$ cat src/rtl/core/grdfs_pkg.sv
`default_nettype none
// ----------------------------------------------------------------------------
// grdfs_pkg
// Shared types, constants and helper functions for the graph reachability
// unit: sizes, opcodes, controller states and controller/datapath signals.
// ----------------------------------------------------------------------------
package grdfs_pkg;

    // graph size limit and derived widths
    localparam int MAX_VERTS = 64;
    localparam int VIDX_W    = $clog2(MAX_VERTS);
    localparam int ROW_W     = 64;
    localparam int CNT_W     = 7;

    localparam logic [CNT_W-1:0] VCOUNT_RESET = CNT_W'(64);

    // item opcodes
    typedef enum logic [0:0] {
        OP_LOAD   = 1'b0,
        OP_SEARCH = 1'b1
    } opcode_t;

    // controller states
    typedef enum logic [1:0] {
        S_IDLE,
        S_EXPAND,
        S_DONE
    } state_t;

    // controller to datapath
    typedef struct packed {
        logic load_row;
        logic start_good;
        logic start_bad;
        logic expand;
        logic emit;
    } cmd_t;

    // datapath to controller
    typedef struct packed {
        logic is_search;
        logic start_bad;
        logic frontier_empty;
        logic out_free;
    } status_t;

    // mask with the low n bits set
    function automatic logic [ROW_W-1:0] low_mask(input logic [CNT_W-1:0] n);
        logic [ROW_W-1:0] m;
        m = '0;
        for (int i = 0; i < ROW_W; i++) begin
            m[i] = (CNT_W'(i) < n);
        end
        return m;
    endfunction

    // index of the lowest set bit, zero when none is set
    function automatic logic [VIDX_W-1:0] lowest_index(input logic [ROW_W-1:0] v);
        logic [VIDX_W-1:0] idx;
        idx = '0;
        for (int i = MAX_VERTS - 1; i >= 0; i--) begin
            if (v[i]) begin
                idx = VIDX_W'(i);
            end
        end
        return idx;
    endfunction

endpackage
`default_nettype wire

$ cat src/rtl/core/grdfs_ctrl.sv
`default_nettype none
// ----------------------------------------------------------------------------
// grdfs_ctrl
// Controller state machine: takes items while idle, runs the expansion
// loop of a search and hands the result to the output register.
// ----------------------------------------------------------------------------
module grdfs_ctrl (
    input  wire logic               clk,
    input  wire logic               rst_n,
    input  wire logic               in_valid,
    output logic                    in_stall,
    input  wire grdfs_pkg::status_t sts,
    output grdfs_pkg::cmd_t         cmd
);

    grdfs_pkg::state_t state_reg;
    grdfs_pkg::state_t state_next;
    logic              take;

    // state register
    always_ff @(posedge clk or negedge rst_n)
    begin
        if (!rst_n)
        begin
            state_reg <= grdfs_pkg::S_IDLE;
        end
        else
        begin
            state_reg <= state_next;
        end
    end

    // next state
    always_comb
    begin
        state_next = state_reg;
        case (state_reg)
            grdfs_pkg::S_IDLE:
            begin
                if (in_valid && sts.is_search)
                begin
                    state_next = sts.start_bad ? grdfs_pkg::S_DONE : grdfs_pkg::S_EXPAND;
                end
            end
            grdfs_pkg::S_EXPAND:
            begin
                if (sts.frontier_empty)
                begin
                    state_next = grdfs_pkg::S_DONE;
                end
            end
            grdfs_pkg::S_DONE:
            begin
                if (sts.out_free)
                begin
                    state_next = grdfs_pkg::S_IDLE;
                end
            end
            default:
            begin
                state_next = grdfs_pkg::S_IDLE;
            end
        endcase
    end

    // outputs
    always_comb
    begin
        take           = in_valid && (state_reg == grdfs_pkg::S_IDLE);
        in_stall       = (state_reg != grdfs_pkg::S_IDLE);
        cmd.load_row   = take && !sts.is_search;
        cmd.start_good = take && sts.is_search && !sts.start_bad;
        cmd.start_bad  = take && sts.is_search && sts.start_bad;
        cmd.expand     = (state_reg == grdfs_pkg::S_EXPAND);
        cmd.emit       = (state_reg == grdfs_pkg::S_DONE) && sts.out_free;
    end

endmodule
`default_nettype wire

$ cat config.mk
export PLATFORM = sky130hd
export DESIGN_NAME = grdfs_ctrl
export DESIGN_NICKNAME = d
export VERILOG_FILES = /design/src/rtl/core/grdfs_pkg.sv /design/src/rtl/core/grdfs_ctrl.sv
export SDC_FILE = /design/constraint.sdc
export NUM_CORES = 1
export LEC_CHECK = 0
export BUFFER_PORTS_ARGS = -buffer_cell sky130_fd_sc_hd__buf_2
export CORE_AREA = 2 2 39 41
export CTS_CLUSTER_DIAMETER = 40
export DETAILED_ROUTE_END_ITERATION = 7
export DIE_AREA = 0 0 41 43
export PLACE_DENSITY_LB_ADDON = 0.08
export SLEW_MARGIN = 20
export SYNTH_ARGS = -nofsm -noshare
export SYNTH_HDL_FRONTEND = slang
export SYNTH_SLANG_ARGS = --single-unit
$ cat constraint.sdc
create_clock -name clk -period 1.83 [get_ports clk]
set_input_delay 0.183 -clock clk [delete_from_list [all_inputs] [get_ports clk]]
set_output_delay 0.183 -clock clk [all_outputs]
set_load 0.03 [all_outputs]
==> results of run 1 <==
per-layer routing:
metal | part of all wire [%] | GRT usage [%] | up-vias | routed length (um)
li1 | - | - | 90 | -
met4 | 0 | 6.00 | 0 | 0
met1 | 44 | 7.07 | 72 | 189
met2 | 44 | 7.81 | 9 | 190
met5 | 0 | 0 | - | 0
met3 | 12 | 1.57 | 0 | 50
layout make-up:
type / count / area, um^2 / area share (%)
Multi-Input combinational cell: 14 / 104 / 39.0
Sequential cell: 2 / 50.0 / 18.8
Timing Repair Buffer: 13 / 70.1 / 26.3
Clock buffer: 3 / 22.5 / 8.45
Tap cell: 16 / 20.0 / 7.51
worst max-delay path: cells and delay by family (launching register included):
| kind | cells | cell delay [ns] |
|---|---|---|
| simple gates | 2 | 0.50 |
| flops | 1 | 0.42 |
| buf+inv | 1 | 0.22 |
through the flow:
step | hold slack (ns) | worst slack (ns) | utilization, %
floorplan | -0.113 | 0.0638 | -
global placement | -0.0329 | 0.506 | 16.9
detailed placement | -0.0293 | 0.496 | 16.9
CTS | 0.225 | 0.246 | 19.3
global route | 0.249 | 0.134 | 19.3
finish | 0.228 | 0.272 | 19.3
report_power, final:
part | switching (mW) | internal (mW) | total (mW)
Clock | 0.0251 | 0.0724 | 0.0974
Combinational | 0.0478 | 0.0355 | 0.0832
Sequential | 0.00930 | 0.0508 | 0.0601
Total | 0.0821 | 0.159 | 0.241
cells in the mapped netlist (all sizes together):
cell     n
a21oi    1
a211o    1
nand2    1
dfrtp    2
and2b    1
and3b    1
nor2b    1
or2b     1
nor3b    2
or2      1
nand4bb  1
and2     1
and4bb   1
nor2     1
worst paths after layout:
check / start / slack [ns] / end / cells after the start
setup reg to reg: state_reg[1]$_DFFE_PN0P_ / 0.75 / state_reg[1]$_DFFE_PN0P_ / 2
setup / recovery: state_reg[0]$_DFFE_PN0P_ / 0.27 / cmd[4] / 3
hold reg to reg: state_reg[1]$_DFFE_PN0P_ / 0.52 / state_reg[0]$_DFFE_PN0P_ / 1
min in group asynchronous: rst_n / 0.27 / state_reg[0]$_DFFE_PN0P_ / 2
max in group asynchronous: rst_n / 1.46 / state_reg[1]$_DFFE_PN0P_ / 2
hold / removal: sts[2] / 0.23 / state_reg[1]$_DFFE_PN0P_ / 2
kinds of logic after synthesis:
kind of cell       count (synthesis)  synth area share (%)
and+or+nand+nor                   12                  58.5
DFF                                2                  32.5
AOI/OAI and AO/OA                  2                  8.94
what timing repair did:
| action | in CTS | in global routing |
|---|---|---|
| hold buffers | 1 | 0 |
| endpoints found under the setup margin | 0 | 0 |
| hold endpoints to repair | 2 | 0 |
==> impl_metrics.toml, run 1 <==
[final_layout]
fin_nets = 41
fin_area_um2 = 267
nFillCells = 162
stdcell_count = 48
drive_gt1_share_pct = 53.1
syn2layout_area_growth_pct = 73.2
final_common_cell = "buf_2"
insertedDiodeCount = 0
final_cell_mix = "buf_2 (12), clkbuf_4 (3), nor3b_1 (2), dfrtp_1 (2)"
largest_reg_flops = 2

[run]
maxCapViolations = 0

[clock_network]
clk_pin_slew_ns = 0.03
clock_path_buffers = 2
cts_tree = "built"
ctsResizeCount = 0
post_cts_buffers = 0
ctsHtreeMaxLevel = 1
cts_buffers = 3
clock-sinks = 2
clock_latency_ns = 0.22
cts_root_buf = "clkbuf_4"

[logic_synthesis]
synthTopCellsByArea = "dfrtp_1 (33%), nor3b_1 (9.8%), and4bb_1 (8.1%)"
ys_seq_area_share_pct = 32.5
yosys_warnings = 0
ys_ff_latch = 2
syn-num-nets = 23
syn_area_per_cell_um2 = 9.62
synth_top_area_cell = "dfrtp_1"
mappedNetlistArea_um2 = 154
yosysTopAreaCellShare_pct = 32.5
ys_types = 14
syn_inst = 16

[detailed_routing]
viasPerCell = 3.56
ant_nets = 0
routed_wl_um = 430
via_count = 171
drtPass1Iterations = 1
drcViolationCount = 0
drtIter0Drc = 0
post_drt_wl_per_cell_um = 8.96

[global_route]
antenna_found_initial = 0
gr-total-overflow = 0
grt_max_degree = 9
gr-usage-all-layers_pct = 5.92
first_global_vias = 163
grt_pass1_wl_um = 669

[sta]
period_minus_slack_ns = 1.56
final.period_utilization_pct = 85.1
finalHoldViolCount = 0
fmax_mhz = 642
tightest_slew_ns = 0.186
relSlewSlack_pct = 87.6
drv_slew = 0
tns_ns = 0
finalSetupViolCount = 0
finClkSkew_ns = 0.00307
grt_setup_unrepaired = "false"

[placement]
placed_area_um2 = 234
dp_hpwl_um = 332
place_inst = 44
port_buffers = 12
gp_congestion = 0.531

[pwr]
irDropWorstVdd_v = 0.000263
power_density_nw_per_um2 = 903
leakagePower_nw = 0.149
p_total_mw = 0.241

[worst_setup_path]
cpPeakStageDelay_ns = 0.42
path_cells = "or2_2, nor3b_1, buf_2"
cp.arrival_ns = 1.38
critPathSlowestCell = "dfrtp_1"
crit_fanout = 8
worstSetupEndpointType = "output port"
path_class = "reg2out"
cp-start-kind = "register"
critPathRequiredTime_ns = 1.65

[floorplanning]
io_pins = 13
coreArea_um2 = 1380
rows = 14
chipHeight_um = 43
die_area_um2 = 1760
die_w_um = 41
initial_utilization_pct = 11.1

[hold_path]
hold_class = "in2reg"

[outcome]
outcome = "completed"
Note: power is estimated with default switching activity, not from simulation.
==> run 2, diff against run 1 <==
RECOVER_POWER = 50   (was default)
==> run 2 against run 1 <==
Effect of this change:
- die area unchanged
- final cell count is the same
- via count unchanged
- non-clock buffer count unchanged
- largest cell class unchanged
- cell area down 0.94%
- register-to-register slack barely moved
==> impl_metrics.toml, run 2 (synthesized netlist as in run 1, its figures left out) <==
[outcome]
outcome = "completed"

[final_layout]
final_cell_mix = "buf_2 (10), clkbuf_4 (3), nor3b_1 (2), clkbuf_1 (2), dfrtp_1 (2)"
fin_area_um2 = 264
syn2layout_area_growth_pct = 71.5
stdcell_count = 48
drive_gt1_share_pct = 46.9
final_util_pct = 19.1
final_common_cell = "buf_2"
nFillCells = 164
insertedDiodeCount = 0
fin_nets = 41
largest_reg_flops = 2

[placement]
place_inst = 44
pre_cts_ws_ns = 0.496
placed_area_um2 = 234
port_buffers = 12
gp_congestion = 0.531
dp_hpwl_um = 332

[sta]
period_minus_slack_ns = 1.56
relSlewSlack_pct = 75.7
drv_slew = 0
finalSetupViolCount = 0
timing.final.ws_setup_ns = 0.272
grt_setup_unrepaired = "false"
fmax_mhz = 642
final.period_utilization_pct = 85.1
fin_hold_ws_ns = 0.228
tns_ns = 0
tightest_slew_ns = 0.366
finalHoldViolCount = 0
finClkSkew_ns = 0.00310

[detailed_routing]
via_count = 171
routed_wl_um = 432
drcViolationCount = 0
drtPass1Iterations = 1
ant_nets = 0
post_drt_wl_per_cell_um = 9.00
drtIter0Drc = 0
viasPerCell = 3.56

[pwr]
irDropWorstVdd_v = 0.000261
p_total_mw = 0.240
power_density_nw_per_um2 = 909
leakagePower_nw = 0.142

[floorplanning]
io_pins = 13
chipHeight_um = 43
die_w_um = 41
coreArea_um2 = 1380
initial_utilization_pct = 11.1
die_area_um2 = 1760
rows = 14

[hold_path]
worstHoldPathCells = 2
min_from = "sts[2]"
hold_class = "in2reg"

[global_route]
grt_max_degree = 9
gr-usage-all-layers_pct = 5.92
antenna_found_initial = 0
gr-total-overflow = 0
first_global_vias = 163
grt_pass1_wl_um = 669

[clock_network]
ctsHoldBuffers = 1
ctsHtreeMaxLevel = 1
cts_tree = "built"
post_cts_buffers = 0
clk_pin_slew_ns = 0.03
cts_buffers = 3
cts_root_buf = "clkbuf_4"
ctsResizeCount = 0
clock-sinks = 2
clock_path_buffers = 2
clock_latency_ns = 0.22

[worst_setup_path]
crit_fanout = 8
path_class = "reg2out"
cp.arrival_ns = 1.38
startpoint = "state_reg[0]$_DFFE_PN0P_"
cp-start-kind = "register"
r2r_cells = 2
worstReg2RegStart = "state_reg[1]$_DFFE_PN0P_"
critPathSlowestCell = "dfrtp_1"
worstSetupEndpointType = "output port"
critPathRequiredTime_ns = 1.65
path_cells = "or2_2, nor3b_1, buf_2"
cpPeakStageDelay_ns = 0.42

[run]
maxCapViolations = 0
==> run 2: cell count changes in the layout (fill, tap and decap cells not counted), sizes merged <==
| cell | change |
|---|---|
| buf | -2 |
| clkbuf | +2 |
==> run 2: worst paths after layout <==
kind	to	slack, ns
hold reg to reg	state_reg[0]$_DFFE_PN0P_	0.52
setup reg to reg	state_reg[1]$_DFFE_PN0P_	0.75
setup / recovery	cmd[4]	0.27
hold / removal	state_reg[1]$_DFFE_PN0P_	0.23
max in group asynchronous	state_reg[1]$_DFFE_PN0P_	1.42
min in group asynchronous	state_reg[0]$_DFFE_PN0P_	0.28
==> run 2: metal layers <==
layer	vias to the layer above	share of wire (%)	global-route usage (%)
li1	90	-	-
met1	72	44	7.07
met2	9	44	7.81
met3	0	12	1.57
met4	0	0	6.00
met5	-	0	0
==> run 2: cell type report <==
type / instances / area, um^2 / area share [%]
well taps: 16 / 20.0 / 7.58
clock buffers: 3 / 22.5 / 8.53
multi-input cells: 14 / 104 / 39.3
flip-flops and latches: 2 / 50.0 / 19.0
repair buffers: 13 / 67.6 / 25.6
==> run 2: report_power, final <==
| group | total (mW) | leakage [nW] | switching (mW) | internal [mW] |
|---|---|---|---|---|
| Clock | 0.0974 | 0.0138 | 0.0251 | 0.0724 |
| Combinational | 0.0825 | 0.102 | 0.0479 | 0.0346 |
| Sequential | 0.0601 | 0.0265 | 0.00929 | 0.0508 |
==> run 2: worst max-delay path, delay by kind of cell (launching register included) <==
kind          cells  cell delay, ns
buf+inv           1            0.22
simple gates      2            0.50
flops             1            0.42
